## src/hdl/cbie_pkg.sv

```systemverilog
package cbie_pkg;

    typedef enum logic [3:0] {
        KIND_UINT    = 4'd0,
        KIND_INT     = 4'd1,
        KIND_BOOL    = 4'd2,
        KIND_NULL    = 4'd3,
        KIND_UNDEF   = 4'd4,
        KIND_BSTR    = 4'd5,
        KIND_TSTR    = 4'd6,
        KIND_ARRAY   = 4'd7,
        KIND_MAP     = 4'd8,
        KIND_PAYLOAD = 4'd9
    } kind_t;

    localparam logic [2:0] MAJOR_UINT   = 3'd0;
    localparam logic [2:0] MAJOR_NINT   = 3'd1;
    localparam logic [2:0] MAJOR_BSTR   = 3'd2;
    localparam logic [2:0] MAJOR_TSTR   = 3'd3;
    localparam logic [2:0] MAJOR_ARRAY  = 3'd4;
    localparam logic [2:0] MAJOR_MAP    = 3'd5;
    localparam logic [2:0] MAJOR_SIMPLE = 3'd7;

    localparam logic [63:0] SIMPLE_FALSE = 64'd20;
    localparam logic [63:0] SIMPLE_TRUE  = 64'd21;
    localparam logic [63:0] SIMPLE_NULL  = 64'd22;
    localparam logic [63:0] SIMPLE_UNDEF = 64'd23;

    localparam logic [63:0] ARG_DIRECT_MAX = 64'h17;

    localparam logic [4:0] MINOR_EXT1 = 5'd24;
    localparam logic [4:0] MINOR_EXT2 = 5'd25;
    localparam logic [4:0] MINOR_EXT4 = 5'd26;
    localparam logic [4:0] MINOR_EXT8 = 5'd27;

    localparam int CMD_DEPTH_DEF = 4;

    typedef struct packed {
        logic [3:0]  kind;
        logic [63:0] value;
        logic [7:0]  data_byte;
    } in_item_t;

    typedef struct packed {
        logic [7:0] out_byte;
        logic       last;
    } out_item_t;

    // lead byte, count of argument bytes, argument aligned to the top byte
    typedef struct packed {
        logic [7:0]  lead;
        logic [3:0]  nbytes;
        logic [63:0] arg;
    } cmd_t;

endpackage

```

## src/hdl/cbie_front.sv

```systemverilog
module cbie_front
(
    input  logic             push,
    input  cbie_pkg::in_item_t in_item,
    output logic             cmd_push,
    output cbie_pkg::cmd_t   cmd
);

    logic [2:0]  major;
    logic [63:0] arg;
    logic        payload;
    logic        keep;

    always_comb
    begin
        major   = cbie_pkg::MAJOR_UINT;
        arg     = in_item.value;
        payload = 1'b0;
        keep    = 1'b1;
        case (cbie_pkg::kind_t'(in_item.kind))
            cbie_pkg::KIND_UINT:
            begin
                major = cbie_pkg::MAJOR_UINT;
            end
            cbie_pkg::KIND_INT:
            begin
                if (in_item.value[63])
                begin
                    major = cbie_pkg::MAJOR_NINT;
                    arg   = ~in_item.value;
                end
            end
            cbie_pkg::KIND_BOOL:
            begin
                major = cbie_pkg::MAJOR_SIMPLE;
                arg   = in_item.value[0] ? cbie_pkg::SIMPLE_TRUE : cbie_pkg::SIMPLE_FALSE;
            end
            cbie_pkg::KIND_NULL:
            begin
                major = cbie_pkg::MAJOR_SIMPLE;
                arg   = cbie_pkg::SIMPLE_NULL;
            end
            cbie_pkg::KIND_UNDEF:
            begin
                major = cbie_pkg::MAJOR_SIMPLE;
                arg   = cbie_pkg::SIMPLE_UNDEF;
            end
            cbie_pkg::KIND_BSTR:    major = cbie_pkg::MAJOR_BSTR;
            cbie_pkg::KIND_TSTR:    major = cbie_pkg::MAJOR_TSTR;
            cbie_pkg::KIND_ARRAY:   major = cbie_pkg::MAJOR_ARRAY;
            cbie_pkg::KIND_MAP:     major = cbie_pkg::MAJOR_MAP;
            cbie_pkg::KIND_PAYLOAD: payload = 1'b1;
            default:                keep = 1'b0;
        endcase
    end

    always_comb
    begin
        cmd.nbytes = 4'd0;
        cmd.arg    = arg;
        if (payload)
        begin
            cmd.lead = in_item.data_byte;
        end
        else if (arg <= cbie_pkg::ARG_DIRECT_MAX)
        begin
            cmd.lead = {major, arg[4:0]};
        end
        else if (arg[63:8] == '0)
        begin
            cmd.lead   = {major, cbie_pkg::MINOR_EXT1};
            cmd.nbytes = 4'd1;
            cmd.arg    = arg << 56;
        end
        else if (arg[63:16] == '0)
        begin
            cmd.lead   = {major, cbie_pkg::MINOR_EXT2};
            cmd.nbytes = 4'd2;
            cmd.arg    = arg << 48;
        end
        else if (arg[63:32] == '0)
        begin
            cmd.lead   = {major, cbie_pkg::MINOR_EXT4};
            cmd.nbytes = 4'd4;
            cmd.arg    = arg << 32;
        end
        else
        begin
            cmd.lead   = {major, cbie_pkg::MINOR_EXT8};
            cmd.nbytes = 4'd8;
        end
    end

    // undefined kinds are taken and dropped
    assign cmd_push = push && keep;

endmodule

```

## src/hdl/cbie_cmd_fifo.sv

```systemverilog
module cbie_cmd_fifo
#(
    parameter int DEPTH = cbie_pkg::CMD_DEPTH_DEF
)
(
    input  logic           clk,
    input  logic           rst_n,
    input  logic           push,
    input  cbie_pkg::cmd_t wr_data,
    output logic           full,
    input  logic           pop,
    output cbie_pkg::cmd_t rd_data,
    output logic           empty
);

    localparam int PTR_W = (DEPTH > 1) ? $clog2(DEPTH) : 1;
    localparam int CNT_W = $clog2(DEPTH + 1);

    cbie_pkg::cmd_t mem [DEPTH];

    logic [PTR_W-1:0] wr_ptr_reg;
    logic [PTR_W-1:0] rd_ptr_reg;
    logic [CNT_W-1:0] count_reg;
    logic             do_push;
    logic             do_pop;

    assign full    = (count_reg == CNT_W'(DEPTH));
    assign empty   = (count_reg == '0);
    assign do_push = push && !full;
    assign do_pop  = pop && !empty;
    assign rd_data = mem[rd_ptr_reg];

    always_ff @(posedge clk)
    begin
        if (do_push)
        begin
            mem[wr_ptr_reg] <= wr_data;
        end
    end

    always_ff @(posedge clk or negedge rst_n)
    begin
        if (!rst_n)
        begin
            wr_ptr_reg <= '0;
            rd_ptr_reg <= '0;
            count_reg  <= '0;
        end
        else
        begin
            if (do_push)
            begin
                wr_ptr_reg <= (wr_ptr_reg == PTR_W'(DEPTH - 1)) ? '0 : wr_ptr_reg + 1'b1;
            end
            if (do_pop)
            begin
                rd_ptr_reg <= (rd_ptr_reg == PTR_W'(DEPTH - 1)) ? '0 : rd_ptr_reg + 1'b1;
            end
            if (do_push && !do_pop)
            begin
                count_reg <= count_reg + 1'b1;
            end
            else if (do_pop && !do_push)
            begin
                count_reg <= count_reg - 1'b1;
            end
        end
    end

endmodule

```

## src/hdl/cbie_back.sv

```systemverilog
module cbie_back
(
    input  logic               clk,
    input  logic               rst_n,
    input  cbie_pkg::cmd_t     cmd,
    input  logic               cmd_empty,
    output logic               cmd_pop,
    output logic               empty,
    input  logic               pop,
    output cbie_pkg::out_item_t out_item
);

    logic [3:0]          cnt_reg;
    logic [3:0]          cnt_next;
    logic [63:0]         arg_reg;
    logic [63:0]         arg_next;
    logic                ovalid_reg;
    logic                ovalid_next;
    cbie_pkg::out_item_t oitem_reg;
    cbie_pkg::out_item_t oitem_next;
    logic                adv;

    // output stage takes a byte when empty or being drained
    assign adv = !ovalid_reg || pop;

    always_comb
    begin
        cnt_next    = cnt_reg;
        arg_next    = arg_reg;
        ovalid_next = ovalid_reg && !pop;
        oitem_next  = oitem_reg;
        cmd_pop     = 1'b0;
        if (adv)
        begin
            if (cnt_reg != 4'd0)
            begin
                oitem_next.out_byte = arg_reg[63:56];
                oitem_next.last     = (cnt_reg == 4'd1);
                ovalid_next         = 1'b1;
                arg_next            = arg_reg << 8;
                cnt_next            = cnt_reg - 4'd1;
            end
            else if (!cmd_empty)
            begin
                cmd_pop             = 1'b1;
                oitem_next.out_byte = cmd.lead;
                oitem_next.last     = (cmd.nbytes == 4'd0);
                ovalid_next         = 1'b1;
                arg_next            = cmd.arg;
                cnt_next            = cmd.nbytes;
            end
        end
    end

    always_ff @(posedge clk or negedge rst_n)
    begin
        if (!rst_n)
        begin
            cnt_reg    <= 4'd0;
            ovalid_reg <= 1'b0;
        end
        else
        begin
            cnt_reg    <= cnt_next;
            ovalid_reg <= ovalid_next;
        end
    end

    always_ff @(posedge clk)
    begin
        arg_reg   <= arg_next;
        oitem_reg <= oitem_next;
    end

    assign empty    = !ovalid_reg;
    assign out_item = oitem_reg;

endmodule

```

## src/hdl/cbor_item_head_encoder.sv

```systemverilog
// channel  | handshake     | payload
// input    | push / full   | in_item  (kind, value, data_byte)
// result   | empty / pop   | out_item (out_byte, last)
//
// a payload item or short head gives one byte, a head with an n-byte argument n+1 bytes
// the serializer emits one byte per cycle while popped; input stalls only when the command queue fills
// first byte of an item crosses the command queue and out_item register if the queue ahead is drained
// rst_n clears queue pointers, serializer count and output valid asynchronously
// a stalled result holds on out_item until popped
module cbor_item_head_encoder
#(
    parameter int CMD_DEPTH = cbie_pkg::CMD_DEPTH_DEF
)
(
    input  logic                clk,
    input  logic                rst_n,
    input  logic                push,
    output logic                full,
    input  cbie_pkg::in_item_t  in_item,
    output logic                empty,
    input  logic                pop,
    output cbie_pkg::out_item_t out_item
);

    logic           cmd_push;
    cbie_pkg::cmd_t cmd_wr;
    cbie_pkg::cmd_t cmd_rd;
    logic           cmd_full;
    logic           cmd_empty;
    logic           cmd_pop;

    assign full = cmd_full;

    cbie_front u_front
    (
        .push     (push && !cmd_full),
        .in_item  (in_item),
        .cmd_push (cmd_push),
        .cmd      (cmd_wr)
    );

    cbie_cmd_fifo #(.DEPTH(CMD_DEPTH)) u_fifo
    (
        .clk     (clk),
        .rst_n   (rst_n),
        .push    (cmd_push),
        .wr_data (cmd_wr),
        .full    (cmd_full),
        .pop     (cmd_pop),
        .rd_data (cmd_rd),
        .empty   (cmd_empty)
    );

    cbie_back u_back
    (
        .clk       (clk),
        .rst_n     (rst_n),
        .cmd       (cmd_rd),
        .cmd_empty (cmd_empty),
        .cmd_pop   (cmd_pop),
        .empty     (empty),
        .pop       (pop),
        .out_item  (out_item)
    );

endmodule

```

## config.mk

```make
export PLATFORM = sky130hd
export DESIGN_NAME = cbor_item_head_encoder
export DESIGN_NICKNAME = d
export VERILOG_FILES = /design/src/hdl/cbie_pkg.sv /design/src/hdl/cbie_front.sv /design/src/hdl/cbie_cmd_fifo.sv /design/src/hdl/cbie_back.sv /design/src/hdl/cbor_item_head_encoder.sv
export SDC_FILE = /design/constraint.sdc
export NUM_CORES = 1
export LEC_CHECK = 0
export BUFFER_PORTS_ARGS = -buffer_cell sky130_fd_sc_hd__buf_2
export CELL_PAD_IN_SITES_DETAIL_PLACEMENT = 0
export CELL_PAD_IN_SITES_GLOBAL_PLACEMENT = 2
export CORE_ASPECT_RATIO = 0.6
export CORE_UTILIZATION = 45
export DETAILED_ROUTE_END_ITERATION = 8
export PLACE_DENSITY = 0.79
export SETUP_SLACK_MARGIN = 0.2
export SLEW_MARGIN = 20
export SYNTH_ARGS = -nofsm -noshare
export SYNTH_HDL_FRONTEND = slang
export SYNTH_SLANG_ARGS = --single-unit
```

## constraint.sdc

```tcl
create_clock -name clk -period 4.2 [get_ports clk]
set_input_delay 0.21 -clock clk [delete_from_list [all_inputs] [get_ports clk]]
set_output_delay 0.21 -clock clk [all_outputs]
set_load 0.02 [all_outputs]
```

==> impl_summary.txt, run 1 <==
----------------------------------------------------
[Worst setup path]
  Critical path data arrival time ... 3.30 ns
  Critical path start-end classification ... in2reg
  Slowest cell delay on critical path ... 0.61 ns
  CP Max Fanout ... 24
  CP Data Required Time ... 4.45 ns
  Startpoint type of the worst setup path ... input pin
  Start of the worst register-to-register path ... u_back.cnt_reg[0]$_DFFE_PN0P_
  Largest delay contributor family on the critical path ... simple AND/OR/NAND/NOR gates
  Cell with the biggest individual delay on the critical path ... sky130_fd_sc_hd__a21oi_2
  Worst path most repeated cell ... sky130_fd_sc_hd__nand2_1
  Critical Path Sink Type ... flop
  Cells along the critical path ... buf_2, nor2b_1, a21oi_2, buf_4, nand2_1, and3_1, nand3_1, nand2_1, nor3_1
  Buffering stage count on the worst path with inverters included ... 2
  Worst setup path start ... in_item[75]

[CTS]
  Total number of H-tree levels ... 2
  Clock Pin Slew Worst Setup and Hold Paths ... 0.06 ns
  Number of CTS-inserted buffers ... 37
  Root buffer selected by CTS ... sky130_fd_sc_hd__clkbuf_16
  Buffer levels on the longest clock path ... 3
  CTS tree ... done
  Skew-Pair Late Insertion Delay ... 0.54 ns
  Num Clock Sinks ... 389

[Routing]
  Count of vias placed by the detailed router ... just over 10k
  Routed wire per std cell ... about 26 um
  Residual antenna-violating net count after detailed routing ... 0
  DRC viols ... 0
  DRT Wirelength ... 45470 um
  Average vias per placed instance ... 5.878
  First-pass iteration count of the detailed router ... 5
  First-iteration detailed-routing DRC count ... 1013

[Die]
  Placeable core area ... around 37000 sq um
  IO Count ... 91
  Die width ... 253.0 um
  Die extent in y ... 152.6 um
  Die Outline Area ... 38620 sq um
  Site Rows ... 54
  Initial core utilization ... 46.29%

[Timing]
  Period minus WS final ... 3.055 ns
  Sum of negative setup slack ... 0 ns
  Share of the cycle needed by the critical path after routing ... 72.73%
  Least-Margin Pin Slew ... 0.9452 ns
  Setup WS post-layout ... between 1 and 1.5 ns
  Number of endpoints with negative hold slack in the final report ... 0
  Setup clock skew after layout ... 0.03037 ns
  Final number of setup-violating endpoints ... 0
  Unrepaired setup endpoints after global routing ... false
  Achievable clock frequency ... roughly 0.33 GHz
  Count of final max-slew check failures ... 0
  Worst slew slack as a fraction of its limit ... 36.98%

[Synthesis]
  Average instance area after synthesis ... roughly 15 sq um
  Fraction of post-synthesis cell area in the top cell type by area ... 66.53%
  Warnings, synthesis ... 0
  Post-synthesis cell area ... about 17000 sq um
  Cell variety after synth ... 60
  Synthesis-stage register bit count ... 389
  Cell types with the largest area share after synthesis ... sky130_fd_sc_hd__edfxtp_1 (67%), sky130_fd_sc_hd__mux4_2 (10%), sky130_fd_sc_hd__nand2_1 (4.8%)
  EDFF count, synth ... around 380
  Top flip-flop cell by instance count after synthesis ... sky130_fd_sc_hd__edfxtp_1
  Library cell occupying the most area in the post-synthesis netlist ... sky130_fd_sc_hd__edfxtp_1
  Share of flip-flops with an asynchronous set or reset ... 3.085%
  Sequential fraction of the synthesis area ... 68.30%
  Cells after synthesis ... 1137
  Number of nets in the synthesized netlist ... 1226

[Global routing]
  Total gr overflow ... 0
  Largest net degree at the start of global routing ... 73
  Global-route wire length before repair ... roughly 67000 um
  Number of antenna violations at the first check in global routing ... 0
  Global routing usage summed across all routing layers ... 23.93%
  Vias in the first global route ... 9900

[Run]
  Max-Cap Viols ... 0

[Power and ir drop]
  NetSw ... 3.200 mW
  Combinational power share ... around 23%
  Internal Pwr Total ... 7.828 mW
  Power density over the cells ... 572.9 nW/um^2
  Leakage power total ... 6.713 nW
  Share of power burned in the clock network ... 28.0%
  Net switching share of the total power ... between 20 and 30%
  IR drop worst, VDD ... 358.6 uV
  Part of the power in registers ... 49.3%

[Layout]
  Number of nets in the layout ... 1313
  Fraction of layout instances using a drive strength above 1 ... 21.33%
  Area growth, synth to finish ... 13.13%
  Max FFs per register ... 304
  Final Cell Area ... between 15000 and 20000 sq um
  N_diodes ... 0

[Hold path]
  Hold wc startpoint ... pop
  Hold Crit Class ... in2reg

[Placed design]
  Post-place setup slack ... 0.6537 ns
  Detailed placement HPWL ... 30480 um
  Cell area after placement ... 18170 sq um
  Port-buffer cells ... 90
  Routability-driven placement congestion ratio ... 0.9280

[Outcome]
  Outcome ... completed

----------------------------------------------------
-- cell type report --
cell class                      instances  area, sq um
Inverter                               18        68.82
Clock inverter                         16        111.4
Sequential cell                       389        11630
Fill cell                            3118        17510
Clock buffer                           46        959.7
Tap cell                              504        630.6
Multi-Input combinational cell        660         5075
Timing Repair Buffer                  118        775.7
-- kinds of logic (layout without fill, tap and decap cells) --
kind of cell               after synthesis  after routing  share of synthesized area (%)
muxes                                   88             88                          10.81
xor gates and xnor gates                40             40                          2.059
buffers and inverters                   88            198                          2.022
and+or+nand+nor                        378            378                          9.876
DFF                                    389            389                          68.30
adders and majority gates                9              9                         0.7060
AOI/OAI and AO/OA                      145            145                          6.229
-- what timing repair did --
item	CTS	global route
setup buffers	0	0
endpoints found under the setup margin	0	0
gates resized for setup	0	0
endpoints found under the hold margin	12	0
hold buffers	1	0
-- cells in the mapped netlist, types with 2 or more instances --
library cell / instances
sky130_fd_sc_hd__or3_1: 2
sky130_fd_sc_hd__buf_2: 10
sky130_fd_sc_hd__xor2_1: 2
sky130_fd_sc_hd__mux4_2: 76
sky130_fd_sc_hd__nor4_1: 16
sky130_fd_sc_hd__a21oi_1: 24
sky130_fd_sc_hd__xnor2_1: 38
sky130_fd_sc_hd__nor3b_1: 2
sky130_fd_sc_hd__and2_1: 6
sky130_fd_sc_hd__ha_1: 8
sky130_fd_sc_hd__a211o_1: 7
sky130_fd_sc_hd__inv_1: 17
sky130_fd_sc_hd__and3_1: 17
sky130_fd_sc_hd__nand2_1: 217
sky130_fd_sc_hd__dfrtp_1: 12
sky130_fd_sc_hd__o211ai_1: 12
sky130_fd_sc_hd__nor3_1: 21
sky130_fd_sc_hd__mux2i_1: 6
sky130_fd_sc_hd__nand3_1: 13
sky130_fd_sc_hd__nand4_1: 14
sky130_fd_sc_hd__buf_1: 15
sky130_fd_sc_hd__nor2_1: 53
sky130_fd_sc_hd__o21ai_1: 3
sky130_fd_sc_hd__edfxtp_1: 377
sky130_fd_sc_hd__o211ai_4: 2
sky130_fd_sc_hd__o22ai_1: 10
sky130_fd_sc_hd__o211a_1: 9
sky130_fd_sc_hd__a21o_1: 2
sky130_fd_sc_hd__a31oi_1: 10
sky130_fd_sc_hd__or4_1: 2
sky130_fd_sc_hd__mux2_2: 6
sky130_fd_sc_hd__nor2b_1: 2
sky130_fd_sc_hd__a211oi_1: 22
sky130_fd_sc_hd__clkbuf_1: 44
sky130_fd_sc_hd__o21a_1: 3
sky130_fd_sc_hd__a221oi_1: 2
sky130_fd_sc_hd__nand2b_1: 9
sky130_fd_sc_hd__a22o_1: 3
sky130_fd_sc_hd__o21ai_0: 20
sky130_fd_sc_hd__o311ai_0: 3
-- power by group through the flow --
| stage | registers, mW | clock network (mW) | logic (mW) |
|---|---|---|---|
| after floorplan | 5.28 | 0 | 1.83 |
| after global placement | 5.51 | 0 | 2.51 |
| after detailed placement | 5.53 | 0 | 2.53 |
| after CTS | 5.45 | 3.14 | 2.54 |
| after global routing | 5.51 | 3.29 | 2.73 |
| final | 5.44 | 3.08 | 2.50 |
-- layout by cell type, fill, tap and decap left out, types with 4 or more instances in the layout --
cell type,synthesis,routed
sky130_fd_sc_hd__and3_1,17,17
sky130_fd_sc_hd__a31oi_1,10,10
sky130_fd_sc_hd__ha_1,8,8
sky130_fd_sc_hd__mux4_2,76,76
sky130_fd_sc_hd__o211a_1,9,9
sky130_fd_sc_hd__nand4_1,14,14
sky130_fd_sc_hd__o21ai_0,20,20
sky130_fd_sc_hd__clkbuf_1,44,9
sky130_fd_sc_hd__clkinv_1,0,7
sky130_fd_sc_hd__nor4_1,16,16
sky130_fd_sc_hd__dfrtp_1,12,10
sky130_fd_sc_hd__and2_4,0,4
sky130_fd_sc_hd__a211o_1,7,7
sky130_fd_sc_hd__mux2_2,6,6
sky130_fd_sc_hd__xnor2_1,38,38
sky130_fd_sc_hd__o22ai_1,10,10
sky130_fd_sc_hd__mux2i_1,6,6
sky130_fd_sc_hd__a211oi_1,22,22
sky130_fd_sc_hd__nor2_1,53,52
sky130_fd_sc_hd__a21oi_1,24,23
sky130_fd_sc_hd__edfxtp_1,377,377
sky130_fd_sc_hd__nor3_1,21,21
sky130_fd_sc_hd__buf_4,0,18
sky130_fd_sc_hd__buf_12,0,9
sky130_fd_sc_hd__clkbuf_16,0,37
sky130_fd_sc_hd__clkinv_2,0,5
sky130_fd_sc_hd__nand2_1,217,216
sky130_fd_sc_hd__nand2b_1,9,9
sky130_fd_sc_hd__nand3_1,13,13
sky130_fd_sc_hd__inv_1,17,16
sky130_fd_sc_hd__o211ai_1,12,12
sky130_fd_sc_hd__buf_2,10,90
-- path summary, 6_finish.rpt --
check	to	slack, ns	cells after the start
max	u_fifo.mem[1][44]$_DFFE_PP_	1.15	9
min	u_back.ovalid_reg$_DFF_PN0_	0.003	4
max reg2reg	u_back.arg_reg[42]$_DFFE_PP_	1.35	6
min reg2reg	u_fifo.count_reg[2]$_DFFE_PN0P_	0.50	1
max in group asynchronous	u_fifo.rd_ptr_reg[0]$_DFFE_PN0P_	3.89	2
min in group asynchronous	u_fifo.wr_ptr_reg[1]$_DFFE_PN0P_	0.07	2
-- metal layers --
layer	vias up	GRT usage, %	share of wire (%)
met5	-	0	0
met4	0	4.993	1.6
met3	62	5.364	8.7
met2	450	33.95	43
met1	5230	37.57	46
li1	4551	-	-
-- worst register-to-register path, stage by stage (launching register included) --
cell	delay [ns]
sky130_fd_sc_hd__dfrtp_1	0.43
sky130_fd_sc_hd__inv_1	0.10
sky130_fd_sc_hd__ha_1	0.55
sky130_fd_sc_hd__and2_2	0.65
sky130_fd_sc_hd__a21o_1	0.31
sky130_fd_sc_hd__clkinv_2	0.15
sky130_fd_sc_hd__buf_12	0.25
-- through the flow --
step	power [mW]	cells	utilization, %	hold slack (ns)
2_1_floorplan	7.111	1137	-	-0.08559
3_3_place_gp	8.020	1688	49.43	0.1108
3_5_place_dp	8.052	1688	49.43	0.1018
4_1_cts	11.13	1751	52.37	0.0006822
5_1_grt	11.53	1751	52.37	0.01290
6_report	11.03	1751	52.37	0.002727
Note: power is estimated with default switching activity, not from simulation.
==> run 2, diff against run 1 <==
- ABC_AREA: unset -> 1
- CORE_UTILIZATION: 45 -> 41
- clock period: 4.2 -> 2.83 ns (I/O delays scaled with it)
==> run 2 against run 1 <==
Effect of this change: final area increased by 12%; critical path type unchanged; combinational power increased by 130%; critical path depth increased by 7; worst setup slack got worse by 0.83 ns.
==> impl_summary.txt, run 2 <==
----------------------------------------------------
[Outcome]
  Outcome ... completed

[Run]
  Max-Cap Viols ... 0 (unchanged)

[Timing]
  Count of final max-slew check failures ... 0 (unchanged)
  Period minus WS final ... ~2.5 ns
  Achievable clock frequency ... 0.3975 GHz
  Least-Margin Pin Slew ... 0.8592 ns (-0.08602 ns)
  Worst slew slack as a fraction of its limit ... 42.66% (+5.7 points)
  Final-layout worst hold slack ... 0.02324 ns (+0.02051 ns)
  Final number of setup-violating endpoints ... 0 (unchanged)
  Setup WS post-layout ... 0.3144 ns (-0.8309 ns)
  Setup clock skew after layout ... 0.01548 ns (-0.01489 ns)
  Unrepaired setup endpoints after global routing ... false
  Number of endpoints with negative hold slack in the final report ... 0 (unchanged)
  Share of the cycle needed by the critical path after routing ... 88.89%

[Worst setup path]
  Startpoint type of the worst setup path ... input pin
  CP Max Fanout ... 24 (unchanged)
  Start of the worst register-to-register path ... u_back.cnt_reg[0]$_DFFE_PN0P_
  Critical path data arrival time ... 2.75 ns (-0.55 ns)
  CP Data Required Time ... 3.06 ns (-1.39 ns)
  Worst setup path start ... in_item[73]
  Critical path start-end classification ... in2reg
  Critical Path Sink Type ... flop

[Placed design]
  Routability-driven placement congestion ratio ... 0.9113 (-1.8%)
  Port-buffer cells ... 90 (unchanged)
  Post-place setup slack ... -0.2028 ns (-0.8565 ns)
  Detailed placement HPWL ... 33960 um (+11%)

[Synthesis]
  Post-synthesis cell area ... 18010 sq um (+5.9%)
  Fraction of post-synthesis cell area in the top cell type by area ... 62.86% (-3.7 points)
  Cell variety after synth ... 46 (-23%)
  EDFF count, synth ... 377 (unchanged)
  Library cell occupying the most area in the post-synthesis netlist ... sky130_fd_sc_hd__edfxtp_1
  Top-count cell post-synth ... sky130_fd_sc_hd__nor2_1
  Sequential fraction of the synthesis area ... 64.52% (-3.8 points)
  Warnings, synthesis ... 0 (unchanged)
  Cells after synthesis ... 1739 (+53%)
  Share of flip-flops with an asynchronous set or reset ... 3.085% (unchanged)
  Cell types with the largest area share after synthesis ... sky130_fd_sc_hd__edfxtp_1 (63%), sky130_fd_sc_hd__nor2_1 (8.9%), sky130_fd_sc_hd__nand2_1 (5.0%)
  Synthesis-stage register bit count ... 389 (unchanged)
  Leading cell types by count after synthesis ... sky130_fd_sc_hd__nor2_1 (429), sky130_fd_sc_hd__edfxtp_1 (377), sky130_fd_sc_hd__nand2_1 (238), sky130_fd_sc_hd__o21ai_0 (159), sky130_fd_sc_hd__inv_1 (111)
  Number of nets in the synthesized netlist ... 1828 (+49%)
  Average instance area after synthesis ... 10.36 sq um (-31%)
  Top flip-flop cell by instance count after synthesis ... sky130_fd_sc_hd__edfxtp_1

[Layout]
  Area growth, synth to finish ... 19.29%
  Highest-count cells in the layout ignoring fill and taps ... sky130_fd_sc_hd__nor2_1 (424), sky130_fd_sc_hd__edfxtp_1 (377), sky130_fd_sc_hd__nand2_1 (238), sky130_fd_sc_hd__o21ai_0 (159)
  Most frequent standard cell in the layout excluding fill and tap cells ... sky130_fd_sc_hd__nor2_1
  Number of nets in the layout ... 2006 (+53%)
  Fraction of layout instances using a drive strength above 1 ... 19.06% (-2.3 points)
  N_diodes ... 0 (unchanged)
  Number of filler instances in the final layout ... 3909 (+25%)
  Final design utilization ... 49.58% (-2.8 points)
  Multi-input combinational cell area ... 5549 sq um (+9.3%)
  Register area ... 11630 sq um (about the same)
  Max FFs per register ... 304 (unchanged)

[Routing]
  First-pass iteration count of the detailed router ... 5 (unchanged)
  First-iteration detailed-routing DRC count ... 1214 (+20%)
  Routed wire per std cell ... 20.10 um (-23%)
  DRT Wirelength ... 50760 um (+12%)
  Residual antenna-violating net count after detailed routing ... 0 (unchanged)
  DRC viols ... 0 (unchanged)
  Average vias per placed instance ... 5.187 (-12%)
  Count of vias placed by the detailed router ... 13.10k (+27%)

[Power and ir drop]
  Leakage power total ... 8.343 nW (+24%)
  Power density over the cells ... 876.4 nW/um^2 (+53%)
  IR drop worst, VDD ... 1315 uV (+270%)

[Die]
  Die width ... 272.6 um (+7.7%)
  Placeable core area ... 43330 sq um (+18%)
  Initial core utilization ... 41.56% (-4.7 points)
  Site Rows ... 59 (+9.3%)
  Die extent in y ... 164.4 um (+7.7%)
  Die Outline Area ... 44800 sq um (+16%)
  IO Count ... 91 (unchanged)

[CTS]
  Skew-Pair Late Insertion Delay ... 0.53 ns (about the same)
  Buffer levels on the longest clock path ... 3 (unchanged)
  Number of post-CTS setup repair buffers ... 0 (unchanged)
  Num Clock Sinks ... 389 (unchanged)
  Number of CTS-inserted buffers ... 38 (+2.7%)
  Root buffer selected by CTS ... sky130_fd_sc_hd__clkbuf_16
  Clock Pin Slew Worst Setup and Hold Paths ... 0.06 ns (about the same)
  Total number of H-tree levels ... 2 (unchanged)
  CTS tree ... done

[Hold path]
  Hold Crit Class ... in2async

[Global routing]
  Global routing usage summed across all routing layers ... 22.82% (-1.1 points)
  Number of antenna violations at the first check in global routing ... 0 (unchanged)
  Global-route wire length before repair ... 75860 um (+14%)
  Total gr overflow ... 0 (unchanged)
  Largest net degree at the start of global routing ... 132 (+81%)
  Vias in the first global route ... 12.27k (+24%)

----------------------------------------------------
run 2: cell types whose count changed after synthesis, sizes merged, moves of 17 or more:
cell	change
o21ai	+137
nor2	+407
xnor2	-37
nand2	+31
inv	+101
mux4	-76
nand3	+91
and3	-17
a211oi	-22
a31oi	+55
run 2: cell families (layout without fill, tap and decap cells):
logic type | count (synthesis) | after routing | share of synthesized area (%)
fa+ha+maj | 9 | 9 | 0.6669
xor+xnor | 3 | 3 | 0.1459
simple gates | 849 | 849 | 21.10
compound gates | 271 | 271 | 8.454
mux | 1 | 1 | 0.06252
buf+inv | 217 | 424 | 5.050
flops | 389 | 389 | 64.52
run 2: path summary, 6_finish.rpt:
path | endpoint | slack (ns) | depth (start not counted)
min | u_fifo.count_reg[1]$_DFFE_PN0P_ | 0.02 | 2
max in group asynchronous | u_fifo.rd_ptr_reg[0]$_DFFE_PN0P_ | 2.55 | 2
max | u_fifo.mem[1][45]$_DFFE_PP_ | 0.31 | 16
min in group clk | u_fifo.mem[0][68]$_DFFE_PP_ | 0.08 | 3
max reg2reg | u_fifo.count_reg[1]$_DFFE_PN0P_ | 0.43 | 11
min reg2reg | u_fifo.count_reg[0]$_DFFE_PN0P_ | 0.56 | 1
run 2: critical path, cell delays in order:
cell,delay (ns)
sky130_fd_sc_hd__buf_2,0.13
sky130_fd_sc_hd__buf_12,0.13
sky130_fd_sc_hd__inv_1,0.06
sky130_fd_sc_hd__nand2_1,0.09
sky130_fd_sc_hd__nor2_4,0.13
sky130_fd_sc_hd__buf_12,0.17
sky130_fd_sc_hd__nand3_1,0.08
sky130_fd_sc_hd__nand3_1,0.23
sky130_fd_sc_hd__nand2_1,0.12
sky130_fd_sc_hd__nor2_1,0.12
sky130_fd_sc_hd__nand2_1,0.09
sky130_fd_sc_hd__nor2_4,0.21
sky130_fd_sc_hd__nand2_4,0.09
sky130_fd_sc_hd__nor2_4,0.15
sky130_fd_sc_hd__inv_2,0.17
sky130_fd_sc_hd__o31ai_1,0.60
run 2: metal layers:
metal	GRT usage, %	vias to the layer above	share of wire [%]
li1	-	6329	-
met2	32.08	408	40
met3	3.772	56	6.6
met5	0	-	0
met1	36.53	6305	52
met4	4.494	0	1.5
run 2: repair_timing:
| action | in CTS | in global routing |
|---|---|---|
| endpoints found under the setup margin | 0 | 12 |
| hold endpoints to repair | 13 | 0 |
| hold buffers | 2 | 0 |
| gates resized for setup | 0 | 3 |
run 2: metrics by stage:
stage          power (mW)  TNS (ns)  area (sq um)  cells
6_report            18.83         0         21490   2525
5_1_grt             19.85         0         21490   2525
4_1_cts             18.93         0         21470   2525
3_5_place_dp        13.99    -4.899         20240   2454
3_3_place_gp        13.94    -3.282         20240   2454
2_1_floorplan       11.75         0         18060   1739
run 2: area by class of cell:
cell class              count  share of cell area, %
clock inverters            21                 0.9201
repair buffers            233                  8.922
clock buffers              48                  4.700
flip-flops and latches    389                  54.11
inverters                 122                  2.149
well taps                 579                  3.372
multi-input cells        1133                  25.83
run 2: where the power goes:
part	total (mW)	leakage, nW	switching (mW)	internal [mW]
logic	5.81	4.13	3.93	1.88
registers	8.05	3.63	0.316	7.73
clock network	4.97	0.585	2.08	2.89
total	18.8	8.34	6.32	12.5
